File: src/rtl/saee_pkg.sv
// shared constants, codes and types of the supervised automata event engine
package saee_pkg;

  // sizing of the automata bank
  localparam int MAX_PLANTS      = 8;
  localparam int MAX_SUPERVISORS = 8;
  localparam int NUM_STATES      = 16;
  localparam int EVENT_CNT       = 16;
  localparam int NUM_AUT         = MAX_PLANTS + MAX_SUPERVISORS;

  // fixed field widths
  localparam int MODE_W   = 3;
  localparam int IDX_W    = 3;
  localparam int STATE_W  = 4;
  localparam int EVENT_W  = 4;
  localparam int STATUS_W = 2;
  localparam int CNT_W    = 4;
  localparam int PACK_W   = 32;
  localparam int CFG_IDX_W = 1;

  // derived widths
  localparam int AUT_W    = $clog2(NUM_AUT);
  localparam int SIDX_W   = $clog2(NUM_STATES);
  localparam int EIDX_W   = $clog2(EVENT_CNT);
  localparam int NS_DEPTH = NUM_STATES * EVENT_CNT;
  localparam int NS_AW    = $clog2(NS_DEPTH);
  localparam int PACK_P   = (MAX_PLANTS < 8) ? MAX_PLANTS : 8;
  localparam int PACK_S   = (MAX_SUPERVISORS < 8) ? MAX_SUPERVISORS : 8;

  // command codes
  localparam logic [MODE_W-1:0] MODE_LOAD    = 3'd0;
  localparam logic [MODE_W-1:0] MODE_SET     = 3'd1;
  localparam logic [MODE_W-1:0] MODE_DISABLE = 3'd2;
  localparam logic [MODE_W-1:0] MODE_ENABLE  = 3'd3;
  localparam logic [MODE_W-1:0] MODE_TRIG    = 3'd4;
  localparam logic [MODE_W-1:0] MODE_TRIG_SV = 3'd5;

  // result codes
  localparam logic [STATUS_W-1:0] ST_FIRED     = 2'd0;
  localparam logic [STATUS_W-1:0] ST_BLK_PLANT = 2'd1;
  localparam logic [STATUS_W-1:0] ST_BLK_SUP   = 2'd2;
  localparam logic [STATUS_W-1:0] ST_DONE      = 2'd3;

  // configuration register indexes
  localparam logic [CFG_IDX_W-1:0] CFG_PLANTS = 1'd0;
  localparam logic [CFG_IDX_W-1:0] CFG_SUPS   = 1'd1;

  // lane table read request
  typedef struct packed {
    logic               en;
    logic [EVENT_W-1:0] event_id;
    logic [STATE_W-1:0] state;
  } lane_rd_t;

  // lane table write request
  typedef struct packed {
    logic                  en;
    logic [EVENT_W-1:0]    event_id;
    logic [STATE_W-1:0]    state;
    logic [NUM_STATES-1:0] feas;
    logic [STATE_W-1:0]    next;
  } lane_wr_t;

  // next-state table address of a state and an event
  function automatic logic [NS_AW-1:0] ns_addr(input logic [STATE_W-1:0] st,
                                               input logic [EVENT_W-1:0] ev);
    logic [NS_AW+STATE_W-1:0] sum;
    sum = (NS_AW+STATE_W)'(st) * (NS_AW+STATE_W)'(EVENT_CNT) + (NS_AW+STATE_W)'(ev);
    return sum[NS_AW-1:0];
  endfunction

endpackage

File: src/rtl/saee_lane.sv
// per-automaton transition memories: feasible masks by event and next-state table
module saee_lane (
  input  logic                              clk,
  input  logic                              rst_n,
  input  saee_pkg::lane_rd_t                rd,
  input  saee_pkg::lane_wr_t                wr,
  output logic [saee_pkg::NUM_STATES-1:0]   feas,
  output logic [saee_pkg::STATE_W-1:0]      next_state
);

  logic [saee_pkg::NUM_STATES-1:0] feas_mem [saee_pkg::EVENT_CNT];
  logic [saee_pkg::STATE_W-1:0]    ns_mem   [saee_pkg::NS_DEPTH];
  logic [saee_pkg::EVENT_CNT-1:0]  vld_r;
  logic [saee_pkg::NUM_STATES-1:0] feas_q_r;
  logic                            vld_q_r;
  logic [saee_pkg::STATE_W-1:0]    ns_q_r;

  // valid bits stand in for clearing the feasible masks
  always_ff @(posedge clk) begin
    if (!rst_n) begin
      vld_r <= '0;
    end else if (wr.en) begin
      vld_r[wr.event_id[saee_pkg::EIDX_W-1:0]] <= 1'b1;
    end
  end

  always_ff @(posedge clk) begin
    if (wr.en) begin
      feas_mem[wr.event_id[saee_pkg::EIDX_W-1:0]] <= wr.feas;
      ns_mem[saee_pkg::ns_addr(wr.state, wr.event_id)] <= wr.next;
    end
  end

  always_ff @(posedge clk) begin
    if (rd.en) begin
      feas_q_r <= feas_mem[rd.event_id[saee_pkg::EIDX_W-1:0]];
      vld_q_r  <= vld_r[rd.event_id[saee_pkg::EIDX_W-1:0]];
      ns_q_r   <= ns_mem[saee_pkg::ns_addr(rd.state, rd.event_id)];
    end
  end

  assign feas       = vld_q_r ? feas_q_r : '0;
  assign next_state = ns_q_r;

endmodule

File: config.mk
export PLATFORM = sky130hd
export DESIGN_NAME = saee_lane
export DESIGN_NICKNAME = d
export VERILOG_FILES = /design/src/rtl/saee_pkg.sv /design/src/rtl/saee_lane.sv
export SDC_FILE = /design/constraint.sdc
export NUM_CORES = 1
export LEC_CHECK = 0
export ABC_AREA = 0
export BUFFER_PORTS_ARGS = -buffer_cell sky130_fd_sc_hd__buf_2
export CAP_MARGIN = 0
export CORE_ASPECT_RATIO = 1.4
export CORE_MARGIN = 2
export CORE_UTILIZATION = 60
export DETAILED_ROUTE_END_ITERATION = 12
export GPL_ROUTABILITY_DRIVEN = 0
export PLACE_DENSITY = 0.76
export SETUP_SLACK_MARGIN = 0.2
export SLEW_MARGIN = 15
export SYNTH_ARGS = -nofsm -noshare
export SYNTH_HDL_FRONTEND = slang
export SYNTH_SLANG_ARGS = --single-unit
File: constraint.sdc
create_clock -name clk -period 4 [get_ports clk]
set_clock_uncertainty 0.1 [all_clocks]
set_input_delay 0.6 -clock clk [delete_from_list [all_inputs] [get_ports clk]]
set_output_delay 0.6 -clock clk [all_outputs]
set_load 0.02 [all_outputs]
After elaboration in Yosys (flattened, before gate mapping)
Memories as Yosys holds them, arrays and structs flattened. A register that Yosys moved wholly into a read port is not among the register bits.
Index checks and enable logic that the tools add are counted.
{"block": "totals", "wordCells": 18, "output_inout_bits": 20, "mem_count": 2, "ff_bits": 17, "mem_bits_rw": 1280, "in_bits": 40}
{"memory": "ns_mem", "words": 256, "word_bits": 4, "rd": 1, "rd_ports_with_merged_regs": 1, "wr": 1, "line_no": "saee_lane.sv:12", "rtl": "logic [saee_pkg::STATE_W-1:0] ns_mem [saee_pkg::NS_DEPTH];"}
{"memory": "feas_mem", "words": 16, "word_bits": 16, "rd": 1, "rd_ports_with_merged_regs": 1, "wr": 1, "line_no": "saee_lane.sv:11", "rtl": "logic [saee_pkg::NUM_STATES-1:0] feas_mem [saee_pkg::EVENT_CNT];"}
{"block": "op_classes", "mux": 7, "add_sub_neg": 2, "reduce_logical": 1, "order_cmp": 3, "bitwise_logic": 1}
{"cell": "$add 8x4->8", "count": 2}
{"cell": "$mux 16", "count": 1}
{"cell": "$or 16x16->16", "count": 1}
{"cell": "$lt 4x5->1 const B", "count": 2}
{"cell": "$bmux 1 s4", "count": 1}
{"cell": "$demux 1 s4", "count": 1}
{"cell": "$ge 4x1->1 const B", "count": 1}
{"cell": "$mux 1", "count": 4}
{"cell": "$logic_and 1x1->1", "count": 1}

Logic depth before layout (Yosys ltp)
Gate-level depths: netlist of run 1.
{"block": "depth", "ltp_word": 5, "mapped_depth": 12, "depth_no_buf": 6}

Least setup slack after synthesis of run 1
No wires, ideal clock.
{"block": "synth_timing", "path_kind": "input port to flip-flop", "startpoint": "input rd[4] (netlist name)", "endpoint": "register feas_q_r[0] (netlist name) (read register of feas_mem) (data pin)", "stages": 7, "path_buffers": 5, "t_required_ps": 3628, "slack_ps": 1089, "setup_ps": 272, "t_arrival_ps": 2539, "cell_sequence": "buf_6 -> buf_6 -> buf_6 -> buf_2 -> buf_2 -> mux4_2 -> mux4_2"}
{"item": "from (decl)", "line_no": "saee_lane.sv:5", "rtl": "input saee_pkg::lane_rd_t rd,"}
{"item": "to (decl)", "line_no": "saee_lane.sv:14", "rtl": "logic [saee_pkg::NUM_STATES-1:0] feas_q_r;"}

Final worst setup path of run 1
{"block": "layout_timing", "startpoint": "input rd[4] (netlist name)", "endpoint": "register ns_q_r (netlist bit next_state[2]) (read register of ns_mem) (data pin)"}
{"block": "layout_via", "elab_chain_cells": 1}
{"item": "$add 8x4->8", "line_no": "saee_pkg.sv:68", "rtl": "sum = (NS_AW+STATE_W)'(st) * (NS_AW+STATE_W)'(EVENT_CNT) + (NS_AW+STATE_W)'(ev);"}
{"item": "to (decl)", "line_no": "saee_lane.sv:16", "rtl": "logic [saee_pkg::STATE_W-1:0] ns_q_r;"}
No other way between the ends.
A chain may end at the register's enable or synchronous reset.

==> results of run 1 <==
## Yosys cell counts (5+ instances only)
| cell | number | share of area |
|---|---|---|
| o22ai_1 | 21 | 0.0026 |
| buf_6 | 9 | 0.0020 |
| and2_1 | 20 | 0.0024 |
| mux2i_1 | 67 | 0.013 |
| o21a_1 | 16 | 0.0023 |
| mux4_2 | 336 | 0.15 |
| o211ai_1 | 5 | 0.00073 |
| dfxtp_1 | 16 | 0.0062 |
| a21oi_1 | 24 | 0.0023 |
| nor2_1 | 290 | 0.021 |
| buf_2 | 29 | 0.0028 |
| buf_4 | 14 | 0.0020 |
| nor3_1 | 13 | 0.0013 |
| o32ai_1 | 5 | 0.00085 |
| nand3_1 | 24 | 0.0023 |
| o21ai_0 | 19 | 0.0019 |
| nand4_1 | 5 | 0.00061 |
| o221ai_1 | 9 | 0.0015 |
| nand2b_1 | 8 | 0.00097 |
| inv_1 | 20 | 0.0015 |
| nor2b_1 | 17 | 0.0021 |
| buf_1 | 5 | 0.00037 |
| edfxtp_1 | 1301 | 0.76 |
| a22oi_1 | 29 | 0.0042 |
| mux2_2 | 13 | 0.0028 |
| clkbuf_1 | 89 | 0.0065 |
| nand2_1 | 40 | 0.0029 |
## power breakdown
group          switching [W]  total [W]  internal [W]
logic               0.000861    0.00140      0.000540
registers          0.0000394     0.0153        0.0153
clock network        0.00498     0.0119       0.00689
total                0.00588     0.0286        0.0227
## stage by stage
stage / setup WS (ps) / util / std cells / total power (W) / cell area [um2]
floorplan: 1090 / - / 2476 / 0.0164 / 51400
global placement: 293 / 0.626 / 3585 / 0.0169 / 53300
detailed placement: 277 / 0.626 / 3585 / 0.0170 / 53300
CTS: 1000 / 0.674 / 3803 / 0.0287 / 57400
global route: 846 / 0.674 / 3803 / 0.0292 / 57400
finish: 976 / 0.674 / 3807 / 0.0286 / 57400
## how the worst max path moves through the flow
stage / from / end / slack, ps
finish: rd[4] / next_state[2] / 980
detailed placement: rd[4] / next_state[2] / 280
global placement: rd[4] / next_state[2] / 290
global route: rd[4] / next_state[1] / 850
CTS: rd[4] / next_state[2] / 1000
floorplan: rd[4] / feas_q_r[0] / 1090
## routing by layer
layer | track usage | up-vias | routed length [um]
met1 | 0.326 | 13400 | 40700
met2 | 0.495 | 1356 | 63500
met5 | 0 | - | 13
met3 | 0.0428 | 329 | 9170
li1 | - | 10400 | -
met4 | 0.154 | 2 | 7060
## flip-flops by register name, summed over array words and instances, names as in the netlist
signal      flops
feas_q_r       16
feas_mem      256
vld_q_r         1
ns_mem       1024
next_state      4
vld_r          16
## worst register-to-register path: cells and delay by family (launching register included)
family,cells,cell delay (ps)
mux,2,1020
simple gates,1,170
compound gates,3,810
flops,1,390
## cells by family (layout without fill, tap and decap cells)
logic type | count (synthesis) | in the layout
simple gates | 435 | 435
compound gates | 141 | 141
buf+inv | 167 | 398
other cells | 0 | 4
flops | 1317 | 1317
mux | 416 | 416
## layout make-up
type                       instances  area (um2)  area share
antenna                            4        10.0    0.000174
clock buffer                     146        3190      0.0556
clock inverter                    72         890      0.0155
inverter                          21        78.8     0.00137
multi-input combinational        992       11200       0.195
sequential                      1317       39400       0.686
tap                             1096        1370      0.0239
timing repair buffer             159        1300      0.0226
==> metrics.cfg, run 1 <==
[cts]
worst_skew_pair.late_latency_ps=700
cts_tree=done
ctsResizeCount=0
postCtsSetupRepairBufs=0
cts_hold_buf=0
numCtsBuffers=116
clk_pin_slew_ps=70
clock_sinks=1317
root_buffer=clkbuf_16
clockBufferDepth=3
cts-htree-levels=3

[setup_path]
critical_path.top_delay_family=multiplexers
slowest_stage=mux4_2
crit_type=in -> reg
path_buf_inv=3
regToRegSetupSlack_ps=1250
cpPeakStageDelay_ps=530
crit_top_cell=mux4_2
cp_num_cells=9
cp_max_fo=32
end_kind=flop
cp_cell_sequence=buf_8 -> buf_4 -> buf_12 -> mux4_2 -> mux4_2 -> and2_1 -> a21oi_1 -> a22o_1 -> o211ai_1
critPathArrivalTime_ps=3360
worst-endpoint-required_ps=4330
r2r_cells=6
reg2reg_from=ns_mem[179][2]
timing.rr.end=next_state[2]
start_kind=input pin

[drt]
route.detailed.drc=0
ant_nets=0
avgRoutedWirePerCell_um=31.6
firstDrtPassIters=6
wl_mm=120
vias_per_cell=6.69
initialDrtViolationCount=2477
vias=25500

[logic_synthesis]
async_flop_share=0
ys_ff_latch=1317
synthXorXnorAreaFrac=0
synthMuxAreaShare=0.163
synth_warnings=0
syn_area_mm2=0.0514
synth_nets=2516
synth-edff-count=1301
synth_top_family_by_area=multiplexers
synth_compound_area_frac=0.0186
synth_fa_ha_area_frac=0
synth_top_flop_cell=edfxtp_1
netlist_instances=2476
synth_cell_types=46
yosys.area_share.simple=0.0363
yosysSeqAreaShare=0.767
avgSynthCellArea_um2=20.7

[sta]
setup_tns_ps=0
setup_viol_count_final=0
timing.max_slew.rel_slack=0.203
rsz0062_at_grt=no
whs_ps=151
drv_slew=0
fmax_ghz=0.331
finalCritPeriodShare=0.756
finalHoldViolations=0
tightest_slew_ps=1180
period_needed_ps=3020

[min_path]
min_from=wr[11]
min_path_type=in -> reg
hold_depth=1
worstHoldEndpoint=feas_mem[11][7]

[finish]
drive_gt1_frac=0.257
layout_commonest_cell=edfxtp_1
area_delta_synth_final_pct=11.8
layout_common_cells=edfxtp_1 (1,301), mux4_2 (336), nor2_1 (290)
final_nets=2647
fillers=5113

[power]
power_density_mw_per_mm2=498
ir_drop_v=0.000412
power_leakage_nw=18.1

[run]
maxCapViolCount=0

[floorplanning]
start_util=0.603
io_pins=60
core-area_mm2=0.0852
die_width_um=251
rows=127
fp.dieArea_mm2=0.0880
die_h_um=350

[placed_design]
hpwl_mm=72.7
portBuffers=59

[grt]
grt_max_degree=132
grt_pass1_wl_mm=176
antenna_found_initial=4
overflow=0
grt_use_total=0.278
grt_pass1_vias=26700

[status]
status=completed

No activity file was read; power rests on OpenSTA's default activity.
==> run 2, diff against run 1 <==
Settings changed: ABC_AREA 0 to 1.
Clock period 4 ns to 2.8 ns, I/O delays scaled along.
==> run 2 against run 1 <==
Wire length is 14% higher; clock power is 24% higher; clock-buffer cell count is 5 lower; sequential share of layout area is 2.1 points lower; total power is 37% higher; cell area is 3.1% higher; flip-flop and latch count stayed put; worst hold slack worse by 110 ps.
==> metrics.cfg, run 2 <==
[cts]
clk_pin_slew_ps=70  ; about the same
cts_tree=done
clockBufferDepth=3  ; unchanged
root_buffer=clkbuf_16
ctsResizeCount=0  ; unchanged
cts-htree-levels=3  ; unchanged
numCtsBuffers=111  ; -4.3%
worst_skew_pair.late_latency_ps=720  ; +20 ps
clock_sinks=1317  ; unchanged

[setup_path]
critical_path.top_delay_family=simple AND/OR/NAND/NOR gates
start_kind=input pin
regToRegSetupSlack_ps=740  ; -510 ps
crit_top_cell=nand3_1
crit_end=next_state[0]
worst-endpoint-required_ps=3260  ; -1070 ps
cp_max_fo=89  ; +180%
crit_type=in -> reg
cpPeakStageDelay_ps=310  ; -220 ps
slowest_stage=inv_16
cp_cell_sequence=buf_8 -> inv_16 -> buf_12 -> buf_12 -> nand2_1 -> nand3_1 -> nand3_1 -> nand3_1 -> nand3_1 -> nand2_1 -> nand2_1 -> nand3_1 -> nand3_1 -> nand2_1
timing.rr.end=next_state[1]
r2r_cells=10  ; +4
end_kind=flop
critPathArrivalTime_ps=2680  ; -680 ps
cp-startpoint=rd[4]
cp_num_cells=14  ; +5
path_buf_inv=4  ; +1
reg2reg_from=ns_mem[79][1]

[logic_synthesis]
async_flop_share=0  ; unchanged
ys_top_cells_by_count=edfxtp_1 (1,301), nand2_1 (1,163), nand3_1 (1,003)
synth.most_common_cell=edfxtp_1
synth_top_area_cell=edfxtp_1
synth_nets=4556  ; +81%
avgSynthCellArea_um2=11.9  ; -43%
synth_top_flop_cell=edfxtp_1
synth_cell_types=20  ; -57%
synth_warnings=0  ; unchanged
netlist_instances=4516  ; +82%
syn_area_mm2=0.0537  ; +4.6%
synth_top_area_share=0.727  ; -0.0335
synth.area.top_cells=edfxtp_1 (73%), nand3_1 (9.3%), nand2_1 (8.1%)
yosysSeqAreaShare=0.733  ; -0.0338
synth-edff-count=1301  ; unchanged
ys_ff_latch=1317  ; unchanged

[sta]
tightest_slew_ps=831  ; -354 ps
period_needed_ps=2220
setup_slack_ps=580  ; -396 ps
finalCritPeriodShare=0.793
timing.max_slew.rel_slack=0.446  ; +0.243
fmax_ghz=0.450
drv_slew=0  ; unchanged
setup_viol_count_final=0  ; unchanged
setup_tns_ps=0  ; unchanged
finalHoldViolations=0  ; unchanged
rsz0062_at_grt=no

[power]
power_w=0.0392  ; +37%
power_density_mw_per_mm2=661  ; +33%
power_leakage_nw=20.6  ; +13%
ir_drop_v=0.000648  ; +57%

[drt]
ant_nets=0  ; unchanged
wl_mm=137  ; +14%
vias_per_cell=6.19  ; -7.5%
vias=36000  ; +41%
firstDrtPassIters=6  ; unchanged
avgRoutedWirePerCell_um=23.5  ; -26%
initialDrtViolationCount=4569  ; +84%
route.detailed.drc=0  ; unchanged

[placed_design]
postPlaceCellArea_mm2=0.0556  ; +4.3%
hpwl_mm=80.1  ; +10%
portBuffers=59  ; unchanged
pre_cts_ws_ps=-51.8  ; -329 ps

[finish]
layout_commonest_cell=edfxtp_1
layout_common_cells=edfxtp_1 (1,301), nand2_1 (1,163), nand3_1 (1,003)
final_util=0.668  ; -0.00611
largest_reg_flops=1024  ; unchanged
max_flop_register=ns_mem
fin_area_mm2=0.0592  ; +3.1%
drive_gt1_frac=0.0792  ; -0.178
final_nets=4588  ; +73%
area_delta_synth_final_pct=10.2

[run]
maxCapViolCount=0  ; unchanged

[grt]
grt_pass1_vias=35500  ; +33%
grt_use_total=0.298  ; +0.0197
antenna_found_initial=4  ; unchanged
grt_pass1_wl_mm=206  ; +17%
overflow=0  ; unchanged
grt_max_degree=103  ; -22%

[floorplanning]
die_h_um=358  ; +2.3%
rows=129  ; +1.6%
io_pins=60  ; unchanged
start_util=0.606  ; +0.00332
fp.dieArea_mm2=0.0920  ; +4.5%
die_width_um=257  ; +2.2%
core-area_mm2=0.0886  ; +4.0%

[min_path]
min_path_type=in -> reg
min_from=rd[3]

[status]
status=completed

## run 2: what timing repair did
action                     4_1_cts  5_1_grt
hold buffers                    17        0
setup endpoints to repair        0        8
hold endpoints to repair       259        0
setup buffers                    0        1
## run 2: routing by layer
metal,vias up,track usage,wire (um),part of all wire
met4,4,0.162,7670,0.056
met3,412,0.0449,13200,0.097
met1,17400,0.369,48200,0.35
li1,16100,-,-,-
met5,-,0,31,0.00023
met2,2133,0.509,67800,0.49
## run 2: kinds of logic after synthesis
| kind of cell | Yosys count | share of synthesized area |
|---|---|---|
| compound gates | 238 | 0.0268 |
| buf+inv | 375 | 0.0363 |
| flops | 1317 | 0.733 |
| simple gates | 2586 | 0.204 |
## run 2: power by group
group | switching [W] | total (W) | internal, W
Clock | 0.00675 | 0.0148 | 0.00802
Sequential | 0.0000424 | 0.0218 | 0.0218
Combinational | 0.00186 | 0.00257 | 0.000712
Total | 0.00865 | 0.0392 | 0.0305
## run 2: metrics by stage
stage | instances | hold slack, ps
floorplan | 4516 | 335
global placement | 5596 | 342
detailed placement | 5596 | 347
CTS | 5814 | 26.0
global route | 5815 | 44.3
finish | 5817 | 44.3
## run 2: worst register-to-register path, cell delays in order, from the launching register on
cell	delay, ps
edfxtp_1	350
nand2_1	80
nand3_1	100
nand3_1	120
nand3_1	120
nand3_1	180
nand2_1	140
nand2_1	100
nand3_1	150
nand3_1	290
nand2_1	90
## run 2: final cells by class
cell class              instances  area [um2]
inverters                      61         264
flip-flops and latches       1317       39400
multi-input cells            2824       12400
fillers                      6126       29400
clock buffers                 141        2930
clock inverters                60         470
diodes                          2        5.00
well taps                    1179        1480
repair buffers                233        2280
## run 2: how the worst min path moves through the flow
stage,endpoint,slack (ps),cells past startpoint
global route,next_state[2],40,3
floorplan,vld_r[11],330,2
finish,next_state[2],40,3
global placement,vld_r[0],340,1
detailed placement,vld_r[10],350,2
CTS,next_state[2],30,3
